===== config.mk =====
export PLATFORM = sky130hd
export DESIGN_NAME = taq_cross
export DESIGN_NICKNAME = d
export VERILOG_FILES = /design/src/taq_pkg.sv /design/src/taq_cross.sv
export SDC_FILE = /design/constraint.sdc
export NUM_CORES = 2
export LEC_CHECK = 0
export ABC_AREA = 1
export BUFFER_PORTS_ARGS = -buffer_cell sky130_fd_sc_hd__buf_2
export CAP_MARGIN = 15
export CORE_MARGIN = 5
export CORE_UTILIZATION = 55
export CTS_BUF_LIST = sky130_fd_sc_hd__clkbuf_2 sky130_fd_sc_hd__clkbuf_4 sky130_fd_sc_hd__clkbuf_8
export DETAILED_ROUTE_END_ITERATION = 10
export PLACE_DENSITY = 0.71
export SLEW_MARGIN = 0
export SYNTH_ARGS = -nofsm -noshare
export SYNTH_HDL_FRONTEND = slang
export SYNTH_SLANG_ARGS = --single-unit

===== constraint.sdc =====
create_clock -name i_clk -period 9.9 [get_ports i_clk]
set_input_delay 1.98 -clock i_clk [delete_from_list [all_inputs] [get_ports i_clk]]
set_output_delay 1.98 -clock i_clk [all_outputs]
set_load 0.01 [all_outputs]

===== src/taq_pkg.sv =====
// Shared widths, constants and control types for the two-axis to quaternion block.
// No dependencies.
package taq_pkg;

    localparam int IN_W      = 16;
    localparam int OUT_W     = 16;
    localparam int UNIT_W    = 32;
    localparam int MAG_MSB   = 29;
    localparam int FRAC      = 30;
    localparam int CX_SHIFT  = 17;
    localparam int Q_W       = 36;
    localparam int N_AX      = 3;
    localparam int N_Q       = 4;
    localparam int C1_W      = 2 * IN_W + 1;
    localparam int C2_W      = UNIT_W + IN_W + 1;
    localparam int XS_W      = N_AX * IN_W;
    localparam int ZS_W      = N_AX * UNIT_W;

    localparam logic signed [Q_W-1:0]   ONE_Q30  = 36'sh0_4000_0000;
    localparam logic signed [OUT_W-1:0] Q14_ONE  = 16'sd16384;
    localparam logic [UNIT_W-1:0]       RND_HALF = 32'h0000_8000;

    typedef struct packed {
        logic valid;
        logic zero;
    } t_uctl;

endpackage


===== src/taq_cross.sv =====
// Two-stage pipelined 3-vector cross product with a sideband carried alongside.
// Depends on taq_pkg.
module taq_cross #(
    parameter int AW = 16,
    parameter int BW = 16,
    parameter int SW = 1
) (
    input  logic                 i_clk,
    input  logic                 i_rst_n,
    input  logic                 i_valid,
    input  logic signed [AW-1:0] i_a [taq_pkg::N_AX],
    input  logic signed [BW-1:0] i_b [taq_pkg::N_AX],
    input  logic [SW-1:0]        i_side,
    output logic                 o_valid,
    output logic signed [AW+BW:0] o_c [taq_pkg::N_AX],
    output logic [SW-1:0]        o_side
);
    import taq_pkg::*;

    localparam int PW = AW + BW;
    localparam int CW = AW + BW + 1;

    logic signed [PW-1:0] r_p [6];
    logic [SW-1:0]        r_side;
    logic                 r_v;

    always_ff @(posedge i_clk) begin
        if (!i_rst_n) begin
            r_v     <= 1'b0;
            o_valid <= 1'b0;
        end else begin
            r_v     <= i_valid;
            o_valid <= r_v;
        end
    end

    always_ff @(posedge i_clk) begin
        r_p[0] <= i_a[1] * i_b[2];
        r_p[1] <= i_a[2] * i_b[1];
        r_p[2] <= i_a[2] * i_b[0];
        r_p[3] <= i_a[0] * i_b[2];
        r_p[4] <= i_a[0] * i_b[1];
        r_p[5] <= i_a[1] * i_b[0];
        r_side <= i_side;
        o_c[0] <= CW'(r_p[0]) - CW'(r_p[1]);
        o_c[1] <= CW'(r_p[2]) - CW'(r_p[3]);
        o_c[2] <= CW'(r_p[4]) - CW'(r_p[5]);
        o_side <= r_side;
    end

endmodule


# [After elaboration in Yosys (flattened, before gate mapping)]
# Memories as Yosys holds them, arrays and structs flattened.
# Cells that the tools add are included.
# Widths: inputs -> output; s select.
[classes] addsub=3 mul=6
[op_table] op="$mul 16x16->32" count=6
[op_table] op="$sub 32x32->33" count=3
[totals] ff_bits=103 mem_bits_rw=192 input_bits=100 out_inout_bits=101 word_cells=17 memories=1
[memory_table] name="r_p" depth=6 width=32 rd=6 rd_ports_with_merged_regs=0 wr=6 line="taq_cross.sv:23" source="logic signed [PW-1:0] r_p [6];"

# [Longest topological paths before layout]
[depth] ltp_word=1 depth_mapped=27 mapped_depth_nobuf=26

# [Worst setup path before layout]
# Ideal clock, no wire load.
[synth_timing] path_kind="input-to-reg" start="in i_a[47] in the netlist's numbering" end="mem r_p[4][31] in the netlist's numbering" setup_ns=0.112 arrival_ns=6.903 t_required_ns=9.788 slack_ns=2.885 path_stages=22 n_path_buf=1 cell_sequence="clkbuf_1 nand2_1 inv_1 fa_1 fa_1 fa_1 fa_1 fa_1 inv_1 fa_1 inv_1 ha_1 nand2_1 nor2_1 inv_1 nor2_2 and2_1 nand2_1 nand2_1 inv_1 nand2_1 nand2_1"
[synth_lines] item="from (decl)" line="taq_cross.sv:11" source="input logic signed [AW-1:0] i_a [taq_pkg::N_AX],"
[synth_lines] item="to (decl)" line="taq_cross.sv:23"

==> metrics.cfg <==
[outcome]
status=finished, final reports clean

[global_routing]
grt_antenna_before_repair=21
grt_pass1_vias=66960
grt_pass1_wl_um=365500
grt_max_degree=33
grt_remaining_overflow=0
track_usage=0.3176

[clocking]
cts-htree-levels=2
cts_setup_buffers=0
clk_pin_slew_ns=0.05
postCtsResizedCells=0
worstSkewPairLatency_ns=0.78
clockBufferDepth=3
cts-buffers-inserted=57
clockRootBuffer=clkbuf_8
clock-sinks=295
cts_tree=yes
hold_buffers=0

[placed_design]
placed_area_sq_mm=0.07989
place_congestion=0.9805
dp_cells=12190
io_buffers=200
dp_hpwl_um=192200

[layout]
num-nets-final=12630
drive_above_1_share=0.05159
finalInstanceArea_sq_mm=0.08128
area_delta_synth_final_pct=5.094
fillerInstances=13080
final_cells=12300

[setup_path]
critPathRequiredTime_ns=10.53
arrival_ns=8.05
start_kind=input pin
path_max_fanout=32
endpoint_kind=flip-flop
setup.worst_path.class=input pin to flip-flop
cp_top_family=adder cells
cp_num_buf_inv=4
critical_path.max_stage_delay_ns=0.96
crit_top_cell=fa_1
crit_chain=buf_2 -> nand2_1 -> inv_1 -> fa_1 -> fa_1 -> fa_1 -> fa_1 -> fa_1 -> inv_1 -> fa_1 -> inv_1 -> ha_1 -> a21oi_1 -> and2_1 -> nand2_1 -> nand3b_1 -> xor2_1
cp_slowest_cell=fa_1

[min_path]
hp-class=flip-flop to flip-flop

[synthesis]
synth_ff_type=dfxtp_1
syn_inst=10360
synth_seq_cells=295
synth_edf_count=0
synthesis.nets=12620
yosysMostFrequentCell=inv_1
synth_area_leaders=fa_1, inv_1, nand2_1, ha_1, dfxtp_1
async_reset_ff_frac=0
ys_types=35
yosysSeqAreaShare=0.07636
synth.top_cells.by_count=inv_1, nand2_1, fa_1
ys_warn_count=0
syn_area_per_cell_sq_um=7.466
synth_top_area_frac=0.4077
netlist_area_sq_mm=0.07734
yosys.area.top_type=fa_1

[sta]
timing.hold.ws_ns=0.3256
hold_violations=0
min_period_over_period=0.7486
max_freq_mhz=134.9
rsz0062_at_grt=no
slew_viol_final=0
timing.setup.tns_ns=0
worstMarginPinSlew_ns=1.149
clock_skew_ns=0.06623
max_slew_margin=0.2342
fin_crit_ns=7.411
setup_viol=0

[route]
vias=63420
drtAntennaViolNets=0
wl_met3_um=20450
met1Wirelength_um=91910
met2_length_um=105700
drt_wl_total_um=229500
dr.pass1.iters=7
drtIter0Drc=4940
topRoutingLayerUsed=met5
via_per_inst=5.154
drcViolationCount=0
wl_per_cell_um=18.65

[floorplanning]
die_h_um=385.0
core_area_sq_mm=0.1397
fp.dieW_um=385.0
start_util=0.5536
io_pins=201
fp-row-count=137
die-area_sq_mm=0.1482

[job]
cap_violations=0

[final timing paths]
kind	cells after the start	slack, ns	startpoint	end
max	17	2.49	i_b[17]	r_p[4][23]
min reg2reg	0	0.33	r_side	o_side
min	0	0.33	r_side	o_side
max reg2reg	13	7.34	r_p[0][0]	o_c[94]
[registers in the layout, indices dropped and copies added (netlist names)]
signal and count:
o_c 99, o_side 1, o_valid 1, r_p 192, r_side 1, r_v 1
[layout make-up]
class	instances	area, sq um	area share
multi-input combinational	6584	58370	0.7182
clock inverter	23	339.1	0.004172
sequential	295	5906	0.07266
antenna	18	45.04	0.0005542
inverter	3194	11990	0.1475
timing repair buffer	236	1271	0.01564
clock buffer	78	1011	0.01244
tap	1876	2347	0.02888
[metal layers]
layer,track usage,up-vias
met1,0.4135,31030
met5,0,-
met4,0.1311,12
li1,-,29370
met2,0.5174,2469
met3,0.06878,538
[placed cells by master (no fill, tap or decap), types with 6 or more instances in the layout]
| cell | instances |
|---|---|
| nand2_2 | 50 |
| and2_1 | 12 |
| o21ai_0 | 101 |
| nor4_1 | 6 |
| clkinv_2 | 6 |
| o21bai_1 | 40 |
| nand4_1 | 95 |
| nand3b_1 | 12 |
| clkbuf_8 | 68 |
| nor2_2 | 62 |
| o21ai_1 | 6 |
| buf_2 | 200 |
| nand2_1 | 2913 |
| inv_2 | 25 |
| clkbuf_4 | 10 |
| nor3_1 | 45 |
| ha_1 | 588 |
| fa_1 | 1575 |
| a21oi_1 | 247 |
| a21o_1 | 12 |
| bufinv_16 | 7 |
| xnor2_1 | 23 |
| nand3_2 | 24 |
| or2_2 | 8 |
| xor2_1 | 153 |
| nor2_1 | 329 |
| nor2_4 | 11 |
| inv_1 | 3167 |
| nor3_2 | 16 |
| dfxtp_1 | 295 |
| nand3_1 | 243 |
| buf_4 | 36 |
| diode_2 | 18 |
[per-stage QoR]
step / setup WS [ns] / util
3_3_place_gp: 1.842 / 0.5718
3_5_place_dp: 1.807 / 0.5718
2_1_floorplan: 2.885 / -
4_1_cts: 2.587 / 0.5815
5_1_grt: 2.213 / 0.5816
6_report: 2.489 / 0.5818
[cell families (layout without fill, tap and decap cells)]
family	count (synthesis)	after routing	synth area share
adder cells (fa/ha/maj)	2163	2163	0.5028
AND/OR/NAND/NOR	3827	3827	0.2029
XOR/XNOR	176	176	0.01993
flip-flops	295	295	0.07636
buffers and inverters	3480	3531	0.1689
other	0	18	0
AO/OA/AOI/OAI	418	418	0.02917
[worst reg2reg max path: stages, from the launching register on]
cell	delay, ns
dfxtp_1	0.47
inv_1	0.08
ha_1	0.21
fa_1	0.41
inv_1	0.09
nand3_1	0.06
nand3_1	0.12
nand2_1	0.07
nand2_1	0.29
nand2_1	0.10
nand2_1	0.24
nand2_1	0.13
nand3_1	0.10
nand2_1	0.07
Power is not shown: default switching activity piles up to over one toggle a cycle in this logic, so the estimate is an artifact.
